--- src/rtl/assert_macros.svh ---
// Assertion macros shared by the translation buffer RTL.
`ifndef ASSERT_MACROS_SVH
`define ASSERT_MACROS_SVH

// Clocked check, held off while reset is asserted.
`define TLBF_ASSERT(lbl, clk, rst_n, prop) \
  lbl: assert property (@(posedge clk) disable iff (!rst_n) prop) \
    else $error("%m: check failed");

// Same, with a caller message.
`define TLBF_ASSERT_MSG(lbl, clk, rst_n, prop, msg) \
  lbl: assert property (@(posedge clk) disable iff (!rst_n) prop) \
    else $error(msg);

`endif

--- src/rtl/tlbf_pkg.sv ---
// Shared constants, types and helpers for the translation buffer.
`default_nettype none

package tlbf_pkg;

  localparam int TLB_ENTRIES = 16;
  localparam int IDX_W       = (TLB_ENTRIES > 1) ? $clog2(TLB_ENTRIES) : 1;
  localparam int PAGE_W      = 20;
  localparam int FRAME_W     = 20;
  localparam int CFG_W       = 5;
  localparam int HITS_W      = 32;

  localparam logic [CFG_W-1:0] CFG_RESET = CFG_W'(16);

  typedef logic [TLB_ENTRIES-1:0] entry_mask_t;
  typedef logic [IDX_W-1:0]       entry_idx_t;

  typedef struct packed {
    logic capture;  // latch the incoming word
    logic commit;   // run lookup / fill and load the result register
  } tlbf_cmd_t;

  typedef struct packed {
    logic out_valid;
  } tlbf_status_t;

  // Keep only the lowest set bit.
  function automatic entry_mask_t first_one(input entry_mask_t mask);
    return mask & (~mask + entry_mask_t'(1));
  endfunction

  function automatic entry_idx_t onehot_idx(input entry_mask_t oh);
    entry_idx_t idx;
    idx = '0;
    for (int i = 0; i < TLB_ENTRIES; i++) begin
      if (oh[i]) begin
        idx = idx | entry_idx_t'(i);
      end
    end
    return idx;
  endfunction

endpackage

`default_nettype wire

--- src/rtl/tlbf_ctrl.sv ---
// Controller for the translation buffer: capture and lookup sequencing.
`default_nettype none

module tlbf_ctrl (
  input  wire logic                  clk,
  input  wire logic                  rst_n,
  input  wire logic                  in_valid,
  output logic                       in_ready,
  input  wire logic                  out_ready,
  input  wire tlbf_pkg::tlbf_status_t status,
  output tlbf_pkg::tlbf_cmd_t        cmd
);

  typedef enum logic [0:0] {
    S_IDLE,
    S_LOOK
  } state_t;

  state_t state_r;
  state_t state_nxt;

  assign in_ready    = (state_r == S_IDLE);
  assign cmd.capture = in_valid && in_ready;
  // Commit only when the result register is free or drains this cycle.
  assign cmd.commit  = (state_r == S_LOOK) && (!status.out_valid || out_ready);

  always_comb begin
    state_nxt = state_r;
    unique case (state_r)
      S_IDLE: begin
        if (cmd.capture) begin
          state_nxt = S_LOOK;
        end
      end
      S_LOOK: begin
        if (cmd.commit) begin
          state_nxt = S_IDLE;
        end
      end
      default: state_nxt = S_IDLE;
    endcase
  end

  always_ff @(posedge clk) begin
    if (!rst_n) begin
      state_r <= S_IDLE;
    end else begin
      state_r <= state_nxt;
    end
  end

endmodule

`default_nettype wire

--- src/rtl/tlbf_datapath.sv ---
// Datapath for the translation buffer: entries, compare, victim pick, result register.
`default_nettype none

module tlbf_datapath (
  input  wire logic                                clk,
  input  wire logic                                rst_n,
  input  wire tlbf_pkg::tlbf_cmd_t                 cmd,
  output tlbf_pkg::tlbf_status_t                   status,
  input  wire logic [tlbf_pkg::PAGE_W-1:0]         in_page_number,
  input  wire logic                                in_is_write,
  input  wire logic [tlbf_pkg::FRAME_W-1:0]        in_walk_frame,
  input  wire logic                                out_ready,
  output logic [tlbf_pkg::FRAME_W-1:0]             out_frame,
  output logic                                     out_hit,
  output logic [tlbf_pkg::HITS_W-1:0]              out_hits_so_far,
  input  wire logic                                cfg_valid,
  input  wire logic [tlbf_pkg::CFG_W-1:0]          cfg_entries_in_use
);

  logic [tlbf_pkg::PAGE_W-1:0]  entry_page_r  [tlbf_pkg::TLB_ENTRIES];
  logic [tlbf_pkg::FRAME_W-1:0] entry_frame_r [tlbf_pkg::TLB_ENTRIES];
  tlbf_pkg::entry_mask_t        valid_r;
  tlbf_pkg::entry_mask_t        dirty_r;
  tlbf_pkg::entry_mask_t        used_r;

  logic [tlbf_pkg::CFG_W-1:0]   cfg_r;
  logic [tlbf_pkg::HITS_W-1:0]  hit_cnt_r;
  logic [tlbf_pkg::HITS_W-1:0]  hit_cnt_nxt;

  logic [tlbf_pkg::PAGE_W-1:0]  req_page_r;
  logic                         req_write_r;
  logic [tlbf_pkg::FRAME_W-1:0] req_walk_r;

  logic                         out_valid_r;
  logic [tlbf_pkg::FRAME_W-1:0] out_frame_r;
  logic                         out_hit_r;
  logic [tlbf_pkg::HITS_W-1:0]  out_hits_r;

  tlbf_pkg::entry_mask_t        active;
  tlbf_pkg::entry_mask_t        match;
  tlbf_pkg::entry_mask_t        invalid_m;
  tlbf_pkg::entry_mask_t        unused_m;
  logic                         hit_any;
  tlbf_pkg::entry_idx_t         hit_idx;
  tlbf_pkg::entry_idx_t         victim_idx;

  // Entries at or beyond the programmed count are not searched, and not replaced except entry 0 when the count is zero.
  always_comb begin
    for (int i = 0; i < tlbf_pkg::TLB_ENTRIES; i++) begin
      active[i] = (32'(i) < 32'(cfg_r));
      match[i]  = valid_r[i] && active[i] && (entry_page_r[i] == req_page_r);
    end
  end

  assign invalid_m   = ~valid_r & active;
  assign unused_m    = ~used_r & active;
  assign hit_any     = |match;
  assign hit_idx     = tlbf_pkg::onehot_idx(tlbf_pkg::first_one(match));
  assign hit_cnt_nxt = hit_cnt_r + tlbf_pkg::HITS_W'(1);

  // First invalid, then first unused, else entry 0.
  always_comb begin
    priority if (|invalid_m) begin
      victim_idx = tlbf_pkg::onehot_idx(tlbf_pkg::first_one(invalid_m));
    end else if (|unused_m) begin
      victim_idx = tlbf_pkg::onehot_idx(tlbf_pkg::first_one(unused_m));
    end else begin
      victim_idx = '0;
    end
  end

  // Control state.
  always_ff @(posedge clk) begin
    if (!rst_n) begin
      valid_r     <= '0;
      dirty_r     <= '0;
      used_r      <= '0;
      hit_cnt_r   <= '0;
      cfg_r       <= tlbf_pkg::CFG_RESET;
      out_valid_r <= 1'b0;
    end else begin
      if (cfg_valid) begin
        cfg_r <= cfg_entries_in_use;
      end
      if (cmd.commit) begin
        out_valid_r <= 1'b1;
        if (hit_any) begin
          dirty_r[hit_idx] <= req_write_r;
          hit_cnt_r        <= hit_cnt_nxt;
        end else begin
          valid_r[victim_idx] <= 1'b1;
          dirty_r[victim_idx] <= req_write_r;
          used_r[victim_idx]  <= 1'b1;
        end
      end else if (out_ready) begin
        out_valid_r <= 1'b0;
      end
    end
  end

  // Payload: request latch, entry contents, result word.
  always_ff @(posedge clk) begin
    if (cmd.capture) begin
      req_page_r  <= in_page_number;
      req_write_r <= in_is_write;
      req_walk_r  <= in_walk_frame;
    end
    if (cmd.commit) begin
      if (hit_any) begin
        out_frame_r <= entry_frame_r[hit_idx];
        out_hit_r   <= 1'b1;
        out_hits_r  <= hit_cnt_nxt;
      end else begin
        entry_page_r[victim_idx]  <= req_page_r;
        entry_frame_r[victim_idx] <= req_walk_r;
        out_frame_r               <= req_walk_r;
        out_hit_r                 <= 1'b0;
        out_hits_r                <= hit_cnt_r;
      end
    end
  end

  assign status.out_valid = out_valid_r;
  assign out_frame        = out_frame_r;
  assign out_hit          = out_hit_r;
  assign out_hits_so_far  = out_hits_r;

endmodule

`default_nettype wire

--- src/rtl/tlb_lookup_with_fill_core.sv ---
// Fully associative translation buffer with fill on miss: lookup, victim pick, hit counter.
// Each word is first latched in the request register; then, in the lookup state, all active
// entries are compared in parallel, the first match (or the victim, chosen as first invalid,
// then first unused, else entry 0) is picked by priority encoders, the entry is updated and
// the result is loaded into the output register. The lookup waits only while the
// previous result is still held unclaimed; a new request is taken while a result waits.
// Valid marks are flip-flops cleared by reset, so the block is usable right after reset.
// The entry count register (reset 16) may only be written while the block is idle.
`default_nettype none

`include "assert_macros.svh"

module tlb_lookup_with_fill_core (
  input  wire logic                         clk,
  input  wire logic                         rst_n,
  input  wire logic                         in_valid,
  output logic                              in_ready,
  input  wire logic [tlbf_pkg::PAGE_W-1:0]  in_page_number,
  input  wire logic                         in_is_write,
  input  wire logic [tlbf_pkg::FRAME_W-1:0] in_walk_frame,
  output logic                              out_valid,
  input  wire logic                         out_ready,
  output logic [tlbf_pkg::FRAME_W-1:0]      out_frame,
  output logic                              out_hit,
  output logic [tlbf_pkg::HITS_W-1:0]       out_hits_so_far,
  input  wire logic                         cfg_valid,
  output logic                              cfg_ready,
  input  wire logic [tlbf_pkg::CFG_W-1:0]   cfg_entries_in_use
);

  tlbf_pkg::tlbf_cmd_t    cmd;
  tlbf_pkg::tlbf_status_t status;

  assign cfg_ready = 1'b1;
  assign out_valid = status.out_valid;

  tlbf_ctrl u_ctrl (
    .clk       (clk),
    .rst_n     (rst_n),
    .in_valid  (in_valid),
    .in_ready  (in_ready),
    .out_ready (out_ready),
    .status    (status),
    .cmd       (cmd)
  );

  tlbf_datapath u_datapath (
    .clk                (clk),
    .rst_n              (rst_n),
    .cmd                (cmd),
    .status             (status),
    .in_page_number     (in_page_number),
    .in_is_write        (in_is_write),
    .in_walk_frame      (in_walk_frame),
    .out_ready          (out_ready),
    .out_frame          (out_frame),
    .out_hit            (out_hit),
    .out_hits_so_far    (out_hits_so_far),
    .cfg_valid          (cfg_valid),
    .cfg_entries_in_use (cfg_entries_in_use)
  );

  `TLBF_ASSERT(a_busy_after_accept, clk, rst_n, (in_valid && in_ready) |=> !in_ready)
  `TLBF_ASSERT(a_commit_loads_result, clk, rst_n, cmd.commit |=> out_valid)
  `TLBF_ASSERT_MSG(a_result_from_commit, clk, rst_n, $rose(out_valid) |-> $past(cmd.commit),
                   "result appeared without a lookup")

endmodule

`default_nettype wire

--- config.mk ---
export PLATFORM = sky130hd
export DESIGN_NAME = tlb_lookup_with_fill_core
export DESIGN_NICKNAME = d
export VERILOG_FILES = /design/src/rtl/tlbf_pkg.sv /design/src/rtl/tlbf_ctrl.sv /design/src/rtl/tlbf_datapath.sv /design/src/rtl/tlb_lookup_with_fill_core.sv
export VERILOG_INCLUDE_DIRS = /design/src /design/src/rtl
export SDC_FILE = /design/constraint.sdc
export NUM_CORES = 1
export LEC_CHECK = 0
export BUFFER_PORTS_ARGS = -buffer_cell sky130_fd_sc_hd__buf_4
export CORE_MARGIN = 5
export CORE_UTILIZATION = 30
export CTS_CLUSTER_SIZE = 8
export DETAILED_ROUTE_END_ITERATION = 10
export PLACE_DENSITY_LB_ADDON = 0.25
export SYNTH_ARGS = -nofsm -noshare
export SYNTH_HDL_FRONTEND = slang
export SYNTH_SLANG_ARGS = --single-unit
--- constraint.sdc ---
create_clock -name clk -period 16.7 [get_ports clk]
set_clock_uncertainty 0.15 [all_clocks]
set_input_delay 1.67 -clock clk [delete_from_list [all_inputs] [get_ports clk]]
set_output_delay 1.67 -clock clk [all_outputs]
set_load 0.005 [all_outputs]
Word-level counts from Yosys, hierarchy flattened
Memories as Yosys holds them, arrays and structs flattened.
Cells that the tools add are included.
Widths: inputs -> output; s select.
- word-level logic and storage cells: 167
- bits in latches: 0
- register bits after elaboration: 164
- bits in read-only memories: 0
- memories kept: 2
- memory bits (writable): 640
- input port bits: 51
- order comparisons: 18
- multipliers: 0
- reduce and logical (&&, ||, !) cells: 42
- multiplexer cells: 60
- add/subtract/negate cells: 4
- equality and inequality tests: 16
- bitwise operators: 14
- divide/modulo/power cells: 0
- shifts and indexed selects: 0
- memory list (memory ; words ; width ; read ports ; clocked after memory_dff ; write ports ; RTL line ; text):
    u_datapath.entry_frame_r ; 16 ; 20 ; 1 ; 0 ; 1 ; tlbf_datapath.sv:21 ; logic [tlbf_pkg::FRAME_W-1:0] entry_frame_r [tlbf_pkg::TLB_ENTRIES];
    u_datapath.entry_page_r ; 16 ; 20 ; 16 ; 0 ; 1 ; tlbf_datapath.sv:20 ; logic [tlbf_pkg::PAGE_W-1:0] entry_page_r [tlbf_pkg::TLB_ENTRIES];
- operator list (cell ; count):
    $eq 20x20->1 ; 16
    $mux 4 ; 26
    $and 16x16->16 ; 5
    $not 16->16 ; 5
    $add 16x1->16 const B ; 3
    $reduce_or 16->1 ; 3
    $lt 4x5->1 const A ; 8
    $mux 3 ; 12
    $logic_and 1x1->1 ; 35
    $add 32x1->32 const B ; 1
    $mux 32 ; 1
    $or 16x16->16 ; 2
    $lt 3x5->1 const A ; 4
    $mux 20 ; 1
    $mux 1 ; 12
    $mux 2 ; 6
    $lt 1x5->1 const A ; 2
    $lt 2x5->1 const A ; 2
    $lt 4x5->1 const B ; 1
    $demux 1 s4 ; 1
    $ge 4x1->1 const B ; 1
    $not 1->1 ; 2
    $pmux 1 s2 ; 1
    $reduce_and 2->1 ; 1
    3 further kinds ; 3

Logic depth before layout (Yosys ltp)
Gate-level depths: netlist (run 1).
- depth after elaboration: 27
- depth in mapped cells: 16
- depth with buffers taken out: 12

Modules after synthesis
Synthesis (run 1) repeated with hierarchy kept, for this count alone.
- cells, all modules: 2396
- area, all modules: 34805.9 um2
- modules (own cells, without submodules) (module ; area each (um2) ; times used ; cells an instance ; sequential area each (um2)):
    tlbf_datapath ; 34723.3 ; 1 ; 2387 ; 23412.5
    tlbf_ctrl ; 71.3 ; 1 ; 7 ; 20.0
    tlb_lookup_with_fill_core ; 11.3 ; 1 ; 2 ; 0.0

Worst setup path after synthesis (run 1)
No wires, ideal clock.
- path type: register to register
- start: register u_datapath.req_page_r[17] in the netlist's numbering
- end: memory u_datapath.entry_frame_r[9][0] in the netlist's numbering, enable pin
- clock period less this slack: 5325 ps
- arrival: 4730 ps
- stages on the path, launching flop included: 14
- setup time: 445 ps
- buffers on the path: 3
- slack: 11375 ps
- path through: edfxtp_1 buf_2 buf_2 xor2_1 nor3_1 nand4_1 nor4b_1 or3_1 nor2_1 and2_1 buf_2 nand2_1 nor3_1 nor2b_1
- cells in the longest elaborated chain, start to end: 6
- RTL lines (what ; RTL line ; text):
    start: declaration ; tlbf_datapath.sv:30 ; logic [tlbf_pkg::PAGE_W-1:0] req_page_r;
    start signal: assignment ; tlbf_datapath.sv:104 ; req_page_r <= in_page_number;
    $eq 20x20->1 ; tlbf_datapath.sv:51 ; match[i] = valid_r[i] && active[i] && (entry_page_r[i] == req_page_r);
    $logic_and 1x1->1 ; tlbf_datapath.sv:51 ;
    $reduce_or 16->1 (*) ; tlbf_datapath.sv:57 ; assign hit_any = |match;
    $mux 1 (*) ; tlbf_datapath.sv:109 ; if (hit_any) begin
    $mux 1 (*) ; tlbf_datapath.sv:108 ; if (cmd.commit) begin
    $mux 1 (not written as such) (*) ; tlbf_datapath.sv:115 ; entry_frame_r[victim_idx] <= req_walk_r;
    end: declaration ; tlbf_datapath.sv:21 ;
Mark *: on every way between the ends. The rest lies on a longest branch, timed or not.

Final worst setup path (run 1)
- start: register u_datapath.cfg_r[3] in the netlist's numbering
- end: register u_datapath.out_frame_r (netlist bit u_datapath.out_frame[17]), data pin
- cells in the longest elaborated chain, start to end: 23
- RTL lines (what ; RTL line ; text):
    start: declaration ; tlbf_datapath.sv:26 ; logic [tlbf_pkg::CFG_W-1:0] cfg_r;
    start signal: assignment ; tlbf_datapath.sv:79 ; cfg_r <= tlbf_pkg::CFG_RESET;
    start signal: assignment ; tlbf_datapath.sv:83 ; cfg_r <= cfg_entries_in_use;
    $lt 1x5->1 ; tlbf_datapath.sv:50 ; active[i] = (32'(i) < 32'(cfg_r));
    $logic_and 1x1->1 (2 in series) ; tlbf_datapath.sv:51 ;
    $not 16->16 ; tlbf_pkg.sv:29 ; return mask & (~mask + entry_mask_t'(1));
    $add 16x1->16 ; tlbf_pkg.sv:29 ;
    $and 16x16->16 ; tlbf_pkg.sv:29 ;
    $mux 1 ; tlbf_pkg.sv:36 ; if (oh[i]) begin
    $mux 2 (2 in series) ; tlbf_pkg.sv:36 ;
    $mux 3 (4 in series) ; tlbf_pkg.sv:36 ;
    $mux 4 (8 in series) ; tlbf_pkg.sv:36 ;
    $mem_v2 16x20 ; -- ;
    $mux 20 (*) ; tlbf_datapath.sv:109 ;
    end signal: assignment ; tlbf_datapath.sv:110 ; out_frame_r <= entry_frame_r[hit_idx];
    end signal: assignment ; tlbf_datapath.sv:116 ; out_frame_r <= req_walk_r;
    end: declaration ; tlbf_datapath.sv:35 ; logic [tlbf_pkg::FRAME_W-1:0] out_frame_r;
Marks and branches as above.
A chain may end at the register's enable or synchronous reset.

==> summary.md, run 1 <==
| Metric | Value |
|---|---|
| Status | completed |
| Sequential cell area | 0.0234 mm² |
| Drc violations | 0 |
| Horizontal die dimension | 352 µm |
| Endpoint kind of the worst setup timing path | register |
| Setup TNS after final layout | 0 ps |
| Clock buffers created by TritonCTS | 112 |
| Final estimated routing congestion in global placement | 0.810 |
| Vias | 21100 |
| Worst setup path category | reg -> reg |
| Transition time at the pin with the least slew margin | 1240 ps |
| Maximum root-to-sink buffer count | 3 |
| Synthesized instance count | 2433 |
| Number of detailed-routing iterations run before antenna repair | 7 |
| Crit Path Max Fanout | 18 |
| Library cells used by synthesis | 98 |
| Number of nets with antenna violations after detailed routing | 0 |
| Global-route met2 utilization | 24.3% |
| Mapped cell area | 0.0350 mm² |
| Leading post-synthesis cells by cell area | sky130_fd_sc_hd__edfxtp_1 63%, sky130_fd_sc_hd__xor2_1 6.6%, sky130_fd_sc_hd__dfxtp_1 4.1% |
| Count of input and output buffers | 104 |
| Flop and latch count out of synthesis | 804 |
| Hold bufs inserted after CTS | 0 |
| Sequential fraction of the synthesis area | 66.9% |
| Clock insertion delay at the later pin of the skew report | 700 ps |
| GRT met3 Usage | 2.69% |
| Worst slack on hold paths | 318 ps |
| Maximum vdd drop | 0.0000927 V |
| Total of endpoints with negative setup slack in the final report | 0 |
| First-pass GRT wire length | 139000 µm |
| Full die area | 0.124 mm² |
| EDFF count, synth | 733 |
| Height of the die | 352 µm |
| Proportion of layout cells with a drive suffix above 1 | 15.9% |
| Headroom to the max-slew limit | 16.6% |
| Multi-input gate area | 0.0109 mm² |
| Ant. Diodes | 0 |
| Via-to-Cell Ratio | 5.07 |
| Highest clock rate | 169 MHz |
| Most common flop cell mapped by yosys | sky130_fd_sc_hd__edfxtp_1 |
| Largest net degree at the start of global routing | 64 |
| Leakage | 13.8 nW |
| Clock-pin slew reported for the worst setup and hold paths after clock tree synthesis | 60 ps |
| Met1 track demand over resource in global routing | 20.8% |
| Ratio of total power to cell area | 111 mW/mm² |
| Arrival time of data at the critical path endpoint | 6180 ps |
| Post-synthesis cell type with the largest combined area | sky130_fd_sc_hd__edfxtp_1 |
| Post-Synthesis Mean Instance Area | 14.4 µm² |
| Kind of start point of the critical path | register |
| Initial antenna violation count | 1 |
| Nets | 2641 |
| Area growth from synthesis to final layout | 16.4% |
| Number of maximum-capacitance constraint violations | 0 |
| Half-perimeter wire length after placement | 55800 µm |
| Number of global-route vias before repair | 21400 |
| Post-CTS setup-driven buffer insertion count | 0 |
| Asr flop ratio synth | 0% |
| Global router's overall resource usage | 15.0% |
| Std-Cell Core Area | 0.116 mm² |
| Final worst-path cycle share | 35.5% |
| Initial standard-cell utilization of the core | 30.2% |
| CTS tree | done |
| Number of warnings issued by yosys | 0 |
| Final Hold Fails | 0 |
| Net count after synthesis | 2485 |
| Leftover overflow at the end of global routing | 0 |
| Busiest grt layer | met2 |
| CTS H-tree lvls | 3 |
| I/O pins | 107 |
| Fraction of post-synthesis cell area in the top cell type by area | 62.9% |
| Final worst path period need | 5930 ps |
| Cell Rows | 125 |
| Number of fillers in the final layout | 11200 |
| Detailed Route WL | 94100 µm |
| Detail-routed net length per standard cell | 22.6 µm |
| RSZ-0062 raised after global routing | no |
| Violation count after the first detailed-route iteration | 1684 |
| Post-cts repair resize count | 0 |
| Number of sinks on the clock net | 804 |
| Class of the tightest hold or removal check | reg -> reg |
| CP Data Required Time | 16950 ps |
| Clock root cell | sky130_fd_sc_hd__clkbuf_16 |
| Total count of max-transition violations in the final report | 0 |
placed cells by master, fill, tap and decap left out, types with 19 or more instances in the layout:
master	Yosys	layout
sky130_fd_sc_hd__mux2_2	71	71
sky130_fd_sc_hd__buf_4	27	160
sky130_fd_sc_hd__a21o_1	19	19
sky130_fd_sc_hd__mux2i_1	56	56
sky130_fd_sc_hd__nor2_1	103	95
sky130_fd_sc_hd__clkbuf_1	35	44
sky130_fd_sc_hd__o211ai_1	21	21
sky130_fd_sc_hd__o221ai_1	25	25
sky130_fd_sc_hd__o21a_1	52	52
sky130_fd_sc_hd__o21ai_0	27	27
sky130_fd_sc_hd__nand4_1	61	61
sky130_fd_sc_hd__dfxtp_1	71	71
sky130_fd_sc_hd__nand2_1	123	123
sky130_fd_sc_hd__xor2_1	262	262
sky130_fd_sc_hd__a21oi_1	43	43
sky130_fd_sc_hd__nor3_1	55	54
sky130_fd_sc_hd__nor4_1	81	81
sky130_fd_sc_hd__inv_1	38	37
sky130_fd_sc_hd__edfxtp_1	733	733
sky130_fd_sc_hd__or4_1	23	23
sky130_fd_sc_hd__nand3_1	59	59
sky130_fd_sc_hd__clkbuf_16	0	114
sky130_fd_sc_hd__a221o_1	20	20
sky130_fd_sc_hd__xnor2_1	109	109
final cells by class:
cell class                 count  share of cell area (%)
clock buffer                 160                    7.48
sequential                   804                    57.5
timing repair buffer         160                    2.95
inverter                      40                   0.372
clock inverter                 8                   0.298
multi-input combinational   1471                    26.7
tap                         1524                    4.68
path summary, 6_finish.rpt:
path                                 startpoint                                  to  slack (ps)  cells after the start
max reg2reg    u_datapath.cfg_r[3]$_SDFFE_PN0P_  u_datapath.out_frame[17]$_DFFE_PP_       10770                     10
max            u_datapath.cfg_r[3]$_SDFFE_PN0P_  u_datapath.out_frame[17]$_DFFE_PP_       10770                     10
min reg2reg  u_datapath.used_r[12]$_SDFFE_PN0P_  u_datapath.used_r[12]$_SDFFE_PN0P_         320                      1
min          u_datapath.used_r[12]$_SDFFE_PN0P_  u_datapath.used_r[12]$_SDFFE_PN0P_         320                      1
cell families (layout without fill, tap and decap cells):
kind of cell | Yosys count | after routing | share of synthesized area [%]
adders and majority gates | 1 | 1 | 0.0357
other | 1 | 1 | 0.0107
buffers and inverters | 158 | 368 | 2.43
xor gates and xnor gates | 371 | 371 | 9.28
AOI/OAI and AO/OA | 329 | 329 | 7.28
DFF | 804 | 804 | 66.9
muxes | 127 | 127 | 3.88
and+or+nand+nor | 642 | 642 | 10.2
metal layers:
| metal | routed length, µm | up-vias | part of all wire (%) |
|---|---|---|---|
| met1 | 43100 | 10700 | 46 |
| met2 | 43700 | 651 | 46 |
| met3 | 5380 | 139 | 5.7 |
| met5 | 0 | - | 0 |
| met4 | 1940 | 0 | 2.1 |
| li1 | - | 9634 | - |
synth_stat cells (18+ instances only):
| cell type | n |
|---|---|
| sky130_fd_sc_hd__xor2_1 | 262 |
| sky130_fd_sc_hd__o211ai_1 | 21 |
| sky130_fd_sc_hd__a221o_1 | 20 |
| sky130_fd_sc_hd__o221ai_1 | 25 |
| sky130_fd_sc_hd__buf_4 | 27 |
| sky130_fd_sc_hd__nand4_1 | 61 |
| sky130_fd_sc_hd__mux2_2 | 71 |
| sky130_fd_sc_hd__o21a_1 | 52 |
| sky130_fd_sc_hd__a21o_1 | 19 |
| sky130_fd_sc_hd__nor2_1 | 103 |
| sky130_fd_sc_hd__nand2_1 | 123 |
| sky130_fd_sc_hd__a21oi_1 | 43 |
| sky130_fd_sc_hd__o21ai_1 | 18 |
| sky130_fd_sc_hd__or4_1 | 23 |
| sky130_fd_sc_hd__nor3_1 | 55 |
| sky130_fd_sc_hd__nor4_1 | 81 |
| sky130_fd_sc_hd__edfxtp_1 | 733 |
| sky130_fd_sc_hd__dfxtp_1 | 71 |
| sky130_fd_sc_hd__clkbuf_1 | 35 |
| sky130_fd_sc_hd__mux2i_1 | 56 |
| sky130_fd_sc_hd__nand3_1 | 59 |
| sky130_fd_sc_hd__xnor2_1 | 109 |
| sky130_fd_sc_hd__inv_1 | 38 |
| sky130_fd_sc_hd__buf_2 | 38 |
| sky130_fd_sc_hd__o21ai_0 | 27 |
critical path: stages (launching register included):
cell	delay, ps
sky130_fd_sc_hd__dfxtp_1	590
sky130_fd_sc_hd__or2_2	530
sky130_fd_sc_hd__a31oi_1	520
sky130_fd_sc_hd__nor3b_1	120
sky130_fd_sc_hd__nand3b_1	220
sky130_fd_sc_hd__nand3_1	700
sky130_fd_sc_hd__or4_1	1210
sky130_fd_sc_hd__a21boi_2	1100
sky130_fd_sc_hd__a21o_1	230
sky130_fd_sc_hd__o21a_1	150
sky130_fd_sc_hd__o21ai_1	90
stage by stage:
stage | setup WS [ps] | instances | cell area [µm²] | utilization, % | total power, mW
floorplan | 11380 | 2433 | 35000 | - | 2.41
global placement | 10870 | 3999 | 37600 | 32.4 | 2.49
detailed placement | 10800 | 3999 | 37600 | 32.4 | 2.49
CTS | 10720 | 4167 | 40700 | 35.1 | 4.59
global route | 10550 | 4167 | 40700 | 35.1 | 4.69
finish | 10770 | 4167 | 40700 | 35.1 | 4.54
state kept, by name, indices dropped and copies added (netlist names):
signal / flops
u_datapath.req_page_r: 20
u_ctrl.state_r: 1
u_datapath.req_walk_r: 20
u_datapath.out_frame: 20
u_datapath.cfg_r: 5
u_datapath.out_hits_so_far: 32
u_datapath.hit_cnt_r: 32
u_datapath.entry_frame_r: 320
u_datapath.out_hit: 1
u_datapath.used_r: 16
u_datapath.valid_r: 16
u_datapath.entry_page_r: 320
u_datapath.status: 1
power breakdown:
group	switching, mW	internal [mW]
logic	0.134	0.0629
registers	0.0241	2.23
clock network	0.830	1.25
total	0.988	3.55
No activity file was read; power rests on OpenSTA's default activity.
==> inputs of run 2 (changes only) <==
- clock period: 16.7 -> 5.7 ns (I/O delays scaled with it)
==> summary.md, run 2 (synthesis gave the netlist of run 1 again) <==
| Metric | Value |
|---|---|
| CTS tree | done |
| Detail-routed net length per standard cell | 22.4 µm |
| Largest net degree at the start of global routing | 50 |
| CTS H-tree lvls | 3 |
| Number of fillers in the final layout | 11100 |
| Most frequent cells in the layout | 733 x sky130_fd_sc_hd__edfxtp_1, 262 x sky130_fd_sc_hd__xor2_1, 169 x sky130_fd_sc_hd__buf_4 |
| Final Hold Fails | 0 |
| Horizontal die dimension | 352 µm |
| Number of sinks on the clock net | 804 |
| Kind of start point of the critical path | register |
| Min setup slack post-route | 565 ps |
| Final estimated routing congestion in global placement | 0.864 |
| Std-Cell Core Area | 0.116 mm² |
| Number of maximum-capacitance constraint violations | 0 |
| Registers with the highest flip-flop counts | u_datapath.entry_frame_r x320, u_datapath.entry_page_r x320 |
| Drc violations | 0 |
| Post-CTS setup-driven buffer insertion count | 0 |
| Class of the tightest hold or removal check | in -> reg |
| Vias | 21700 |
| Detailed Route WL | 95700 µm |
| Violation count after the first detailed-route iteration | 1573 |
| Setup TNS after final layout | 0 ps |
| End of the worst register-to-register path | u_datapath.out_frame[18]$_DFFE_PP_ |
| Initial antenna violation count | 0 |
| Highest clock rate | 195 MHz |
| Leakage | 14.4 nW |
| Initial standard-cell utilization of the core | 30.2% |
| Global router's overall resource usage | 15.2% |
| Headroom to the max-slew limit | 31.5% |
| Final standard cell count with taps included and fillers excluded | 4275 |
| Arrival time of data at the critical path endpoint | 5410 ps |
| Total count of max-transition violations in the final report | 0 |
| Ratio of total power to cell area | 314 mW/mm² |
| Worst reg-to-reg setup slack | 560 ps |
| Endpoint kind of the worst setup timing path | register |
| Number of cells traversed by the worst hold path | 3 |
| Maximum root-to-sink buffer count | 3 |
| Proportion of layout cells with a drive suffix above 1 | 17.4% |
| Area growth from synthesis to final layout | 20.6% |
| Number of nets with antenna violations after detailed routing | 0 |
| FF-to-FF Start | u_datapath.req_page_r[15]$_DFFE_PP_ |
| Number of global-route vias before repair | 21900 |
| Status | completed |
| Ant. Diodes | 0 |
| Count of input and output buffers | 104 |
| First-pass GRT wire length | 141000 µm |
| Leftover overflow at the end of global routing | 0 |
| Crit Path Max Fanout | 10 |
| I/O pins | 107 |
| Maximum vdd drop | 0.000234 V |
| Via-to-Cell Ratio | 5.08 |
| Clock insertion delay at the later pin of the skew report | 680 ps |
| Most common cell after layout, fill and taps aside | sky130_fd_sc_hd__edfxtp_1 |
| Core Util, Final | 36.4% |
| Startpoint of the worst hold path | cfg_valid |
| Final worst-path cycle share | 90.1% |
| Total of endpoints with negative setup slack in the final report | 0 |
| Critical Path Start | u_datapath.req_page_r[15]$_DFFE_PP_ |
| Clock-pin slew reported for the worst setup and hold paths after clock tree synthesis | 50 ps |
| Clock root cell | sky130_fd_sc_hd__clkbuf_16 |
| Count of placed standard cells including taps | 4058 |
| Transition time at the pin with the least slew margin | 1030 ps |
| Post-cts repair resize count | 0 |
| Cell Rows | 125 |
| Half-perimeter wire length after placement | 58500 µm |
| Nets | 2749 |
| Worst Hold End | u_datapath.cfg_r[0]$_SDFFE_PN0P_ |
| Full die area | 0.124 mm² |
| Hold bufs inserted after CTS | 49 |
| Worst setup path category | reg -> reg |
| Post-Place Setup Slack | 665 ps |
| CP Data Required Time | 5970 ps |
| Worst reg-to-reg path cell count | 12 |
| Clock buffers created by TritonCTS | 112 |
| RSZ-0062 raised after global routing | no |
| Number of detailed-routing iterations run before antenna repair | 8 |
| Final worst path period need | 5140 ps |
| Height of the die | 352 µm |
==> run 2: cell count changes in the layout (fill, tap and decap cells not counted) <==
cell | previous run | this run
sky130_fd_sc_hd__clkbuf_8 | 2 | 1
sky130_fd_sc_hd__buf_12 | 0 | 50
sky130_fd_sc_hd__inv_16 | 0 | 2
sky130_fd_sc_hd__buf_4 | 160 | 169
sky130_fd_sc_hd__dlygate4sd3_1 | 0 | 49
sky130_fd_sc_hd__clkinv_8 | 2 | 1
sky130_fd_sc_hd__clkinvlp_4 | 1 | 0
sky130_fd_sc_hd__clkinv_4 | 0 | 1
sky130_fd_sc_hd__clkbuf_16 | 114 | 112
sky130_fd_sc_hd__clkinv_2 | 1 | 3
sky130_fd_sc_hd__bufinv_16 | 1 | 0
sky130_fd_sc_hd__clkbuf_1 | 44 | 45
sky130_fd_sc_hd__clkinv_16 | 1 | 0
sky130_fd_sc_hd__inv_6 | 2 | 3
==> run 2: metrics by stage <==
step / hold WS, ps / cell area (µm²) / total power, mW
after CTS: 28.5 / 42200 / 13.4
after global placement: 302 / 38600 / 7.34
after global routing: 49.2 / 42200 / 13.7
after detailed placement: 308 / 38600 / 7.35
after floorplan: 291 / 35000 / 7.05
final: 79.1 / 42200 / 13.2
==> run 2: worst max path at each step <==
stage	cells past startpoint	endpoint	slack, ps
after detailed placement	12	u_datapath.out_frame[18]$_DFFE_PP_	660
after global placement	12	u_datapath.out_frame[18]$_DFFE_PP_	680
after CTS	12	u_datapath.out_frame[18]$_DFFE_PP_	630
final	12	u_datapath.out_frame[18]$_DFFE_PP_	560
after floorplan	13	u_datapath.entry_frame_r[9][0]$_DFFE_PP_	370
after global routing	12	u_datapath.out_frame[18]$_DFFE_PP_	440
==> run 2: routing by layer <==
metal / vias to the layer above / GRT usage [%] / wire length, µm
met1: 11000 / 21.9 / 45000
met2: 664 / 23.9 / 43300
li1: 9873 / - / -
met4: 0 / 4.50 / 2490
met3: 154 / 2.23 / 4950
met5: - / 0 / 0
==> run 2: area by class of cell <==
type	count	area [µm²]	area share, %
tap	1524	1910	4.52
inverter	40	151	0.359
clock buffer	158	2990	7.07
multi-input combinational	1471	10900	25.8
sequential	804	23400	55.5
timing repair buffer	268	2760	6.54
clock inverter	10	105	0.249
==> run 2: critical path, stage by stage, from the launching register on <==
cell	delay, ps
sky130_fd_sc_hd__edfxtp_1	1020
sky130_fd_sc_hd__buf_4	280
sky130_fd_sc_hd__xor2_1	80
sky130_fd_sc_hd__nor4_1	710
sky130_fd_sc_hd__nand3_1	350
sky130_fd_sc_hd__o2111a_1	230
sky130_fd_sc_hd__o311ai_0	710
sky130_fd_sc_hd__buf_4	250
sky130_fd_sc_hd__and2_1	230
sky130_fd_sc_hd__or2_1	220
sky130_fd_sc_hd__nor3b_1	70
sky130_fd_sc_hd__a311o_1	270
sky130_fd_sc_hd__a211o_1	270
==> run 2: where the power goes <==
group	total [mW]	internal, mW	switching [mW]
registers	6.62	6.54	0.0823
clock network	5.99	3.57	2.42
logic	0.638	0.238	0.400
total	13.2	10.3	2.90
